### config.mk
export PLATFORM = sky130hd
export DESIGN_NAME = rgb565_luma_nearest_downscaler
export DESIGN_NICKNAME = d
export VERILOG_FILES = /design/src/rtl/rlnd_pkg.sv /design/src/rtl/rlnd_csr.sv /design/src/rtl/rlnd_ctrl.sv /design/src/rtl/rlnd_dpath.sv /design/src/rtl/rgb565_luma_nearest_downscaler.sv
export SDC_FILE = /design/constraint.sdc
export NUM_CORES = 1
export LEC_CHECK = 0
export ABC_AREA = 1
export BUFFER_PORTS_ARGS = -buffer_cell sky130_fd_sc_hd__buf_2
export CAP_MARGIN = 10
export CORE_MARGIN = 8
export CORE_UTILIZATION = 69
export DETAILED_ROUTE_END_ITERATION = 10
export PLACE_DENSITY = 0.9
export SLEW_MARGIN = 20
export SYNTH_ARGS = -nofsm -noshare
export SYNTH_HDL_FRONTEND = slang
export SYNTH_SLANG_ARGS = --single-unit
### constraint.sdc
create_clock -name clock -period 19.8 [get_ports clock]
set_clock_uncertainty 0.1 [all_clocks]
set_input_delay 2.97 -clock clock [delete_from_list [all_inputs] [get_ports clock]]
set_output_delay 2.97 -clock clock [all_outputs]
set_load 0.01 [all_outputs]
### src/rtl/rlnd_pkg.sv
// Shared types, constants and pixel functions for the RGB565 luma downscaler.
// No dependencies.
`default_nettype none
package rlnd_pkg;

   localparam int unsigned OUT_WIDTH  = 160;
   localparam int unsigned OUT_HEIGHT = 120;

   localparam int unsigned SRC_W   = 11;
   localparam int unsigned COL_W   = 8;
   localparam int unsigned ROW_W   = 7;
   localparam int unsigned IDX_W   = 8;
   localparam int unsigned PROD_W  = IDX_W + SRC_W;
   localparam int unsigned ADDR_W  = 3;
   localparam int unsigned DATA_W  = 32;

   // The pick divides by OUT_WIDTH or OUT_HEIGHT through a reciprocal multiply, and 26
   // fraction bits keep the quotient exact for every product of an index and a size.
   localparam int unsigned RECIP_SHIFT = 26;
   localparam int unsigned SCALE_W     = PROD_W + RECIP_SHIFT;

   localparam logic REG_SOURCE_WIDTH  = 1'b0;
   localparam logic REG_SOURCE_HEIGHT = 1'b1;

   typedef struct packed {
      logic [15:0] pixel;
      logic        frame_start;
   } req_data_type;

   typedef struct packed {
      logic [7:0]       luma;
      logic [COL_W-1:0] out_column;
      logic [ROW_W-1:0] out_row;
      logic             frame_last;
   } rsp_data_type;

   typedef struct packed {
      logic [SRC_W-1:0] source_width;
      logic [SRC_W-1:0] source_height;
   } cfg_type;

   typedef enum logic [1:0] {
      ST_IDLE,
      ST_MULT,
      ST_SCALE,
      ST_WAIT
   } state_type;

   typedef struct packed {
      logic accept;
      logic mult;
      logic scale;
      logic emit;
   } cmd_type;

   typedef struct packed {
      logic emit_ok;
      logic busy_calc;
   } stat_type;

   // Widen a 5-bit channel to floor(v*255/31): 8*v plus floor(7*v/31).
   function automatic logic [7:0] expand5(input logic [4:0] v);
      logic [2:0] frac;
      frac = 3'(v >= 5'd5) + 3'(v >= 5'd9) + 3'(v >= 5'd14) + 3'(v >= 5'd18)
           + 3'(v >= 5'd23) + 3'(v >= 5'd27) + 3'(v >= 5'd31);
      return {v, 3'b000} + {5'b00000, frac};
   endfunction

   // Widen a 6-bit channel to floor(v*255/63): 4*v plus floor(v/21).
   function automatic logic [7:0] expand6(input logic [5:0] v);
      logic [1:0] frac;
      frac = 2'(v >= 6'd21) + 2'(v >= 6'd42) + 2'(v >= 6'd63);
      return {v, 2'b00} + {6'b000000, frac};
   endfunction

   function automatic logic [7:0] luma_of(input logic [15:0] px);
      logic [15:0] acc;
      acc = {8'h00, expand5(px[15:11])} * 16'd77
          + {8'h00, expand6(px[10:5])} * 16'd150
          + {8'h00, expand5(px[4:0])} * 16'd29;
      return acc[15:8];
   endfunction

endpackage
`default_nettype wire

### src/rtl/rlnd_csr.sv
// Configuration registers (source width and height) behind an APB-style port.
// Depends on rlnd_pkg.
`default_nettype none
module rlnd_csr (
   input  wire logic                       clock,
   input  wire logic                       reset,
   input  wire logic                       psel,
   input  wire logic                       penable,
   input  wire logic                       pwrite,
   input  wire logic [rlnd_pkg::ADDR_W-1:0] paddr,
   input  wire logic [rlnd_pkg::DATA_W-1:0] pwdata,
   output logic      [rlnd_pkg::DATA_W-1:0] prdata,
   output logic                            pready,
   output rlnd_pkg::cfg_type               cfg
);
   import rlnd_pkg::*;

   logic [SRC_W-1:0] width_ff, width_in;
   logic [SRC_W-1:0] height_ff, height_in;
   logic             wr_en;

   assign wr_en = psel & penable & pwrite;

   always_comb begin
      width_in  = width_ff;
      height_in = height_ff;
      if (wr_en) begin
         case (paddr[2])
            REG_SOURCE_WIDTH:  width_in  = pwdata[SRC_W-1:0];
            REG_SOURCE_HEIGHT: height_in = pwdata[SRC_W-1:0];
            default: ;
         endcase
      end
   end

   always_ff @(posedge clock) begin
      if (reset) begin
         width_ff  <= SRC_W'(320);
         height_ff <= SRC_W'(240);
      end else begin
         width_ff  <= width_in;
         height_ff <= height_in;
      end
   end

   always_comb begin
      case (paddr[2])
         REG_SOURCE_WIDTH:  prdata = DATA_W'(width_ff);
         REG_SOURCE_HEIGHT: prdata = DATA_W'(height_ff);
         default:           prdata = '0;
      endcase
   end

   assign pready            = 1'b1;
   assign cfg.source_width  = width_ff;
   assign cfg.source_height = height_ff;

endmodule
`default_nettype wire

### src/rtl/rlnd_ctrl.sv
// Controller state machine: accepts one pixel, steps the pick calculation, emits.
// Depends on rlnd_pkg.
`default_nettype none
module rlnd_ctrl (
   input  wire logic               clock,
   input  wire logic               reset,
   input  wire logic               req_valid,
   output logic                    req_stall,
   input  wire rlnd_pkg::stat_type stat,
   output rlnd_pkg::cmd_type       cmd
);
   import rlnd_pkg::*;

   state_type state_ff, state_in;

   always_comb begin
      state_in = state_ff;
      case (state_ff)
         ST_IDLE: begin
            if (req_valid) state_in = ST_MULT;
         end
         ST_MULT:  state_in = ST_SCALE;
         ST_SCALE: state_in = stat.emit_ok ? ST_IDLE : ST_WAIT;
         ST_WAIT:  state_in = stat.emit_ok ? ST_IDLE : ST_WAIT;
         default:  state_in = ST_IDLE;
      endcase
   end

   always_comb begin
      cmd       = '0;
      req_stall = 1'b1;
      case (state_ff)
         ST_IDLE: begin
            req_stall  = reset;
            cmd.accept = req_valid & ~reset;
         end
         ST_MULT:  cmd.mult = stat.busy_calc;
         ST_SCALE: begin
            cmd.scale = stat.busy_calc;
            cmd.emit  = stat.emit_ok;
         end
         ST_WAIT:  cmd.emit = stat.emit_ok;
         default: ;
      endcase
   end

   always_ff @(posedge clock) begin
      if (reset) begin
         state_ff <= ST_IDLE;
      end else begin
         state_ff <= state_in;
      end
   end

endmodule
`default_nettype wire

### src/rtl/rlnd_dpath.sv
// Datapath: position counters, pick multiply and scale, luma and result register.
// Depends on rlnd_pkg.
`default_nettype none
module rlnd_dpath (
   input  wire logic                   clock,
   input  wire logic                   reset,
   input  wire rlnd_pkg::cmd_type      cmd,
   output rlnd_pkg::stat_type          stat,
   input  wire rlnd_pkg::cfg_type      cfg,
   input  wire rlnd_pkg::req_data_type req_data,
   output logic                        rsp_valid,
   input  wire logic                   rsp_stall,
   output rlnd_pkg::rsp_data_type      rsp_data
);
   import rlnd_pkg::*;

   // Reciprocals for the two output sizes, exact over the product range.
   localparam logic [RECIP_SHIFT-1:0] RECIP_COL =
      RECIP_SHIFT'(((1 << RECIP_SHIFT) + OUT_WIDTH - 1) / OUT_WIDTH);
   localparam logic [RECIP_SHIFT-1:0] RECIP_ROW =
      RECIP_SHIFT'(((1 << RECIP_SHIFT) + OUT_HEIGHT - 1) / OUT_HEIGHT);

   logic [SRC_W-1:0] src_col_ff, src_col_in;
   logic [SRC_W-1:0] src_row_ff, src_row_in;
   logic [COL_W-1:0] dst_col_ff, dst_col_in;
   logic [ROW_W-1:0] dst_row_ff, dst_row_in;
   logic [SRC_W-1:0] pick_col_ff, pick_col_in;
   logic [SRC_W-1:0] pick_row_ff, pick_row_in;
   logic             hit_ff, calc_ff, calc_row_ff;
   logic             rsp_valid_ff, rsp_valid_in;
   logic [15:0]      pixel_ff;
   logic [COL_W-1:0] out_col_ff;
   logic [ROW_W-1:0] out_row_ff;
   logic             last_ff;
   logic [IDX_W-1:0] mul_idx_ff;
   logic [PROD_W-1:0] prod_ff;
   rsp_data_type     rsp_data_ff;

   logic [SRC_W-1:0] src_col_eff, src_row_eff, pick_col_eff, pick_row_eff;
   logic [COL_W-1:0] dst_col_eff;
   logic [ROW_W-1:0] dst_row_eff;
   logic             row_hit, col_hit, row_end, last;
   logic [SRC_W-1:0] mul_size;
   logic [SCALE_W-1:0] scaled;
   logic [SRC_W-1:0] pick_new;

   always_comb begin
      if (req_data.frame_start) begin
         src_col_eff  = '0;
         src_row_eff  = '0;
         dst_col_eff  = '0;
         dst_row_eff  = '0;
         pick_col_eff = '0;
         pick_row_eff = '0;
      end else begin
         src_col_eff  = src_col_ff;
         src_row_eff  = src_row_ff;
         dst_col_eff  = dst_col_ff;
         dst_row_eff  = dst_row_ff;
         pick_col_eff = pick_col_ff;
         pick_row_eff = pick_row_ff;
      end
   end

   assign row_hit = (dst_row_eff < ROW_W'(OUT_HEIGHT)) && (src_row_eff == pick_row_eff);
   assign col_hit = row_hit && (dst_col_eff < COL_W'(OUT_WIDTH))
                 && (src_col_eff == pick_col_eff);
   assign row_end = ({1'b0, src_col_eff} + (SRC_W+1)'(1)) >= {1'b0, cfg.source_width};
   assign last    = (dst_col_eff == COL_W'(OUT_WIDTH - 1))
                 && (dst_row_eff == ROW_W'(OUT_HEIGHT - 1));

   assign mul_size = calc_row_ff ? cfg.source_height : cfg.source_width;
   assign scaled   = SCALE_W'(prod_ff)
                   * SCALE_W'(calc_row_ff ? RECIP_ROW : RECIP_COL);
   assign pick_new = scaled[RECIP_SHIFT +: SRC_W];

   always_comb begin
      src_col_in  = src_col_ff;
      src_row_in  = src_row_ff;
      dst_col_in  = dst_col_ff;
      dst_row_in  = dst_row_ff;
      pick_col_in = pick_col_ff;
      pick_row_in = pick_row_ff;
      if (cmd.accept) begin
         src_row_in  = src_row_eff;
         dst_row_in  = dst_row_eff;
         pick_row_in = pick_row_eff;
         if (row_end) begin
            src_col_in  = '0;
            src_row_in  = src_row_eff + SRC_W'(1);
            dst_col_in  = '0;
            pick_col_in = '0;
            if (row_hit) dst_row_in = dst_row_eff + ROW_W'(1);
         end else begin
            src_col_in  = src_col_eff + SRC_W'(1);
            dst_col_in  = col_hit ? dst_col_eff + COL_W'(1) : dst_col_eff;
            pick_col_in = pick_col_eff;
         end
      end else if (cmd.scale) begin
         if (calc_row_ff) pick_row_in = pick_new;
         else             pick_col_in = pick_new;
      end
   end

   always_comb begin
      rsp_valid_in = rsp_valid_ff;
      if (cmd.emit && hit_ff) rsp_valid_in = 1'b1;
      else if (!rsp_stall)    rsp_valid_in = 1'b0;
   end

   always_ff @(posedge clock) begin
      if (reset) begin
         src_col_ff   <= '0;
         src_row_ff   <= '0;
         dst_col_ff   <= '0;
         dst_row_ff   <= '0;
         pick_col_ff  <= '0;
         pick_row_ff  <= '0;
         hit_ff       <= 1'b0;
         calc_ff      <= 1'b0;
         calc_row_ff  <= 1'b0;
         rsp_valid_ff <= 1'b0;
      end else begin
         src_col_ff   <= src_col_in;
         src_row_ff   <= src_row_in;
         dst_col_ff   <= dst_col_in;
         dst_row_ff   <= dst_row_in;
         pick_col_ff  <= pick_col_in;
         pick_row_ff  <= pick_row_in;
         rsp_valid_ff <= rsp_valid_in;
         if (cmd.accept) begin
            hit_ff      <= col_hit;
            calc_ff     <= row_end ? row_hit : col_hit;
            calc_row_ff <= row_end;
         end
      end
   end

   always_ff @(posedge clock) begin
      if (cmd.accept) begin
         pixel_ff   <= req_data.pixel;
         out_col_ff <= dst_col_eff;
         out_row_ff <= dst_row_eff;
         last_ff    <= last;
         mul_idx_ff <= row_end ? IDX_W'(dst_row_eff) + IDX_W'(1) : dst_col_eff + IDX_W'(1);
      end
      if (cmd.mult) begin
         prod_ff <= PROD_W'(mul_idx_ff) * PROD_W'(mul_size);
      end
      if (cmd.emit && hit_ff) begin
         rsp_data_ff.luma       <= luma_of(pixel_ff);
         rsp_data_ff.out_column <= out_col_ff;
         rsp_data_ff.out_row    <= out_row_ff;
         rsp_data_ff.frame_last <= last_ff;
      end
   end

   assign stat.emit_ok   = ~hit_ff | ~rsp_valid_ff | ~rsp_stall;
   assign stat.busy_calc = calc_ff;
   assign rsp_valid      = rsp_valid_ff;
   assign rsp_data       = rsp_data_ff;

endmodule
`default_nettype wire

### src/rtl/rgb565_luma_nearest_downscaler.sv
// RGB565 to 8-bit luma converter with nearest-neighbor downscaling to 160x120.
// A selected pixel's result is registered from ST_SCALE, or from ST_WAIT once a
// stalled earlier result is taken. A new pixel is taken only in ST_IDLE, after
// ST_MULT and ST_SCALE of the shared pick multiply and reciprocal-scale path.
// Reset is synchronous: counters clear, source size returns to 320x240.
// Depends on rlnd_pkg, rlnd_csr, rlnd_ctrl and rlnd_dpath.
`default_nettype none
module rgb565_luma_nearest_downscaler (
   input  wire logic                       clock,
   input  wire logic                       reset,
   input  wire logic                       req_valid,
   output logic                            req_stall,
   input  wire rlnd_pkg::req_data_type     req_data,
   output logic                            rsp_valid,
   input  wire logic                       rsp_stall,
   output rlnd_pkg::rsp_data_type          rsp_data,
   input  wire logic                       psel,
   input  wire logic                       penable,
   input  wire logic                       pwrite,
   input  wire logic [rlnd_pkg::ADDR_W-1:0] paddr,
   input  wire logic [rlnd_pkg::DATA_W-1:0] pwdata,
   output logic      [rlnd_pkg::DATA_W-1:0] prdata,
   output logic                            pready
);
   import rlnd_pkg::*;

   cfg_type  cfg;
   cmd_type  cmd;
   stat_type stat;

   rlnd_csr u_csr (
      .clock   (clock),
      .reset   (reset),
      .psel    (psel),
      .penable (penable),
      .pwrite  (pwrite),
      .paddr   (paddr),
      .pwdata  (pwdata),
      .prdata  (prdata),
      .pready  (pready),
      .cfg     (cfg)
   );

   rlnd_ctrl u_ctrl (
      .clock     (clock),
      .reset     (reset),
      .req_valid (req_valid),
      .req_stall (req_stall),
      .stat      (stat),
      .cmd       (cmd)
   );

   rlnd_dpath u_dpath (
      .clock     (clock),
      .reset     (reset),
      .cmd       (cmd),
      .stat      (stat),
      .cfg       (cfg),
      .req_data  (req_data),
      .rsp_valid (rsp_valid),
      .rsp_stall (rsp_stall),
      .rsp_data  (rsp_data)
   );

endmodule
`default_nettype wire

==> impl_metrics.ini <==
[worst_setup_path]
cp.arrival_ns = 8.43
cp_slowest_cell = edfxtp_1
crit_required_ns = 19.92
cp_max_fo = 9
r2r-start = u_dpath.pixel_ff[2]
critPathMostFrequentCell = fa_1
worst-r2r-cell-count = 29
r2r_end = u_dpath.rsp_data[22]
cp_slowest_stage_delay_ns = 0.65
cp-start-kind = flip-flop
reg2reg_slack_ns = 11.50
worstSetupPathType = reg -> reg
end_kind = flip-flop

[global_routing]
gr-total-overflow = 0
grt_pass1_vias = 18830
grt_usage_pct = 29.61
grt_max_degree = 65
grt_pass1_wl_um = 88040
grt_antenna_before_repair = 0

[routing]
wire_per_inst_um = 16.79
drc_errors = 0
num_vias = 17530
ant_nets = 0
drt_first_iter_violations = 1215
drt-vias-per-instance = 5.637
dr.pass1.iters = 6
wl_um = 52230

[synthesis]
avgSynthCellArea_um2 = 8.181
synth_fa_ha_area_share_pct = 40.52
synth-async-reset-ratio_pct = 0
synth_warnings = 0
yosysSeqAreaShare_pct = 19.61
synth-seq-cells = 170
synth_compound_area_share_pct = 8.056
synth_top_family_by_area = adder cells
synth.largest_area_cell = fa_1
yosys-top-cells-count = inv_1, nand2_1, ha_1, fa_1, nor2_1
synthFlopType = dfxtp_1
synth_cell_type_count = 54
synth_xor_area_share_pct = 2.394
synth_enable_flop_cells = 83
synth_top_area_share_pct = 24.29
yosys.area_share.simple_pct = 16.34
synth_mux_area_share_pct = 0.04636
syn-instance-count = 2639
synthTopCellsByArea = fa_1, ha_1, edfxtp_1
yosysMostFrequentCell = inv_1
syn_area_mm2 = 0.02159

[timing]
slew_headroom_pct = 27.34
finalCriticalPeriod_ns = 8.303
finalMaxSlewViolations = 0
max_clock_freq_ghz = 0.1204
worstMarginPinSlew_ns = 1.089
post-route-period-util_pct = 41.93
tns_ns = 0
final-setup-viol-count = 0
hold_viol = 0
rsz0062_at_grt = false

[clocking]
cts_sinks = 170
cts_resized = 0
cts_tree = done
h-tree-depth = 4
post_cts_buffers = 0
cts_buffers = 17
root_buffer = clkbuf_16
path_clk_slew_ns = 0.09
hold_buffers = 0
cts.path.max_buffers = 2
clk_latency_ns = 0.48

[floorplanning]
start_util_pct = 70.39
die_w_um = 192.9
dieArea_mm2 = 0.03720
num_rows = 64
core_mm2 = 0.03067
ioPinCount = 118
die_y_um = 192.9

[min_path]
worstHoldStart = u_dpath.out_col_ff[0]
holdPathStages = 0
holdPathEnd = u_dpath.rsp_data[8]
hp-class = reg -> reg

[final_layout]
area_delta_synth_final_pct = 5.819
layout.nets = 3302
n_antenna_cell = 0
final_layout_size_suffix_gt1_share_pct = 5.859
fill_cells = 2135

[place]
io_buffers = 72
gp_congestion = 0.9504
hpwl_um = 42720

[status]
status = completed

[run]
max-cap-violations = 0
per-layer routing:
layer | routed length, um | part of all wire [%] | vias to the layer above | global-route usage (%)
met5 | 0 | 0 | - | 0
met4 | 2752 | 5.3 | 0 | 16.22
met3 | 3084 | 5.9 | 194 | 4.644
met2 | 25830 | 49 | 724 | 51.52
met1 | 20560 | 39 | 8365 | 34.61
li1 | - | - | 8248 | -
critical path: cells and delay by family (launching register included):
kind / cells / cell delay [ns]
XOR/XNOR: 2 / 0.65
buffers and inverters: 6 / 0.57
adder cells (fa/ha/maj): 11 / 4.42
flip-flops: 1 / 0.65
AND/OR/NAND/NOR: 6 / 0.75
AO/OA/AOI/OAI: 4 / 0.91
sequential cells by signal (all words and copies together) (netlist names):
name	count
u_csr.height_ff	11
u_csr.width_ff	11
u_ctrl.state_ff	2
u_dpath.calc_ff	1
u_dpath.calc_row_ff	1
u_dpath.dst_col_ff	8
u_dpath.dst_row_ff	7
u_dpath.hit_ff	1
u_dpath.last_ff	1
u_dpath.mul_idx_ff	8
u_dpath.out_col_ff	8
u_dpath.out_row_ff	7
u_dpath.pick_col_ff	11
u_dpath.pick_row_ff	11
u_dpath.pixel_ff	16
u_dpath.prod_ff	19
u_dpath.rsp_data	24
u_dpath.rsp_valid	1
u_dpath.src_col_ff	11
u_dpath.src_row_ff	11
worst max path at each step:
| stage | from | to | slack (ns) | cells past startpoint |
|---|---|---|---|---|
| 6_report | u_dpath.pixel_ff[2] | u_dpath.rsp_data[22] | 11.50 | 29 |
| 5_1_grt | u_dpath.pixel_ff[2] | u_dpath.rsp_data[22] | 11.07 | 29 |
| 4_1_cts | u_dpath.pixel_ff[2] | u_dpath.rsp_data[22] | 11.52 | 28 |
| 3_5_place_dp | u_dpath.pixel_ff[2] | u_dpath.rsp_data[22] | 11.68 | 28 |
| 3_3_place_gp | u_dpath.pixel_ff[2] | u_dpath.rsp_data[22] | 11.89 | 27 |
| 2_1_floorplan | u_dpath.pixel_ff[2] | u_dpath.rsp_data[22] | 12.56 | 27 |
layout by cell type (no fill, tap or decap), types with 83 or more instances in the layout:
master	n
a21oi_1	134
dfxtp_1	87
edfxtp_1	83
fa_1	262
ha_1	280
inv_1	634
nand2_1	421
nand3_1	113
nor2_1	214
o21ai_0	125
stage by stage:
stage | utilization [%] | std cells | area, um2 | setup WS (ns) | hold slack (ns)
2_1_floorplan | - | 2671 | 21710 | 12.56 | 0.3003
3_3_place_gp | 72.47 | 3078 | 22230 | 11.89 | 0.3023
3_5_place_dp | 72.47 | 3078 | 22230 | 11.68 | 0.3045
4_1_cts | 74.49 | 3110 | 22850 | 11.52 | 0.3298
5_1_grt | 74.49 | 3110 | 22850 | 11.07 | 0.3366
6_report | 74.49 | 3110 | 22850 | 11.50 | 0.3271
cell families (layout without fill, tap and decap cells):
group                      after synthesis  in the layout
and+or+nand+nor                        833            833
DFF                                    170            170
other                                    2             34
AOI/OAI and AO/OA                      323            323
buffers and inverters                  709            752
muxes                                    1              1
xor gates and xnor gates                59             59
adders and majority gates              542            542
cell type report:
| type | count | area [um2] | share of cell area, % |
|---|---|---|---|
| clock buffer | 17 | 425.4 | 1.862 |
| sequential | 170 | 4234 | 18.53 |
| tap | 396 | 495.5 | 2.169 |
| timing repair buffer | 78 | 405.4 | 1.774 |
| multi-input combinational | 1792 | 14680 | 64.24 |
| inverter | 642 | 2417 | 10.58 |
| clock inverter | 15 | 192.7 | 0.8434 |
Power is left out: the tool's default activity adds up to more than one toggle a clock period on the data nets, which glitch-free logic cannot reach.
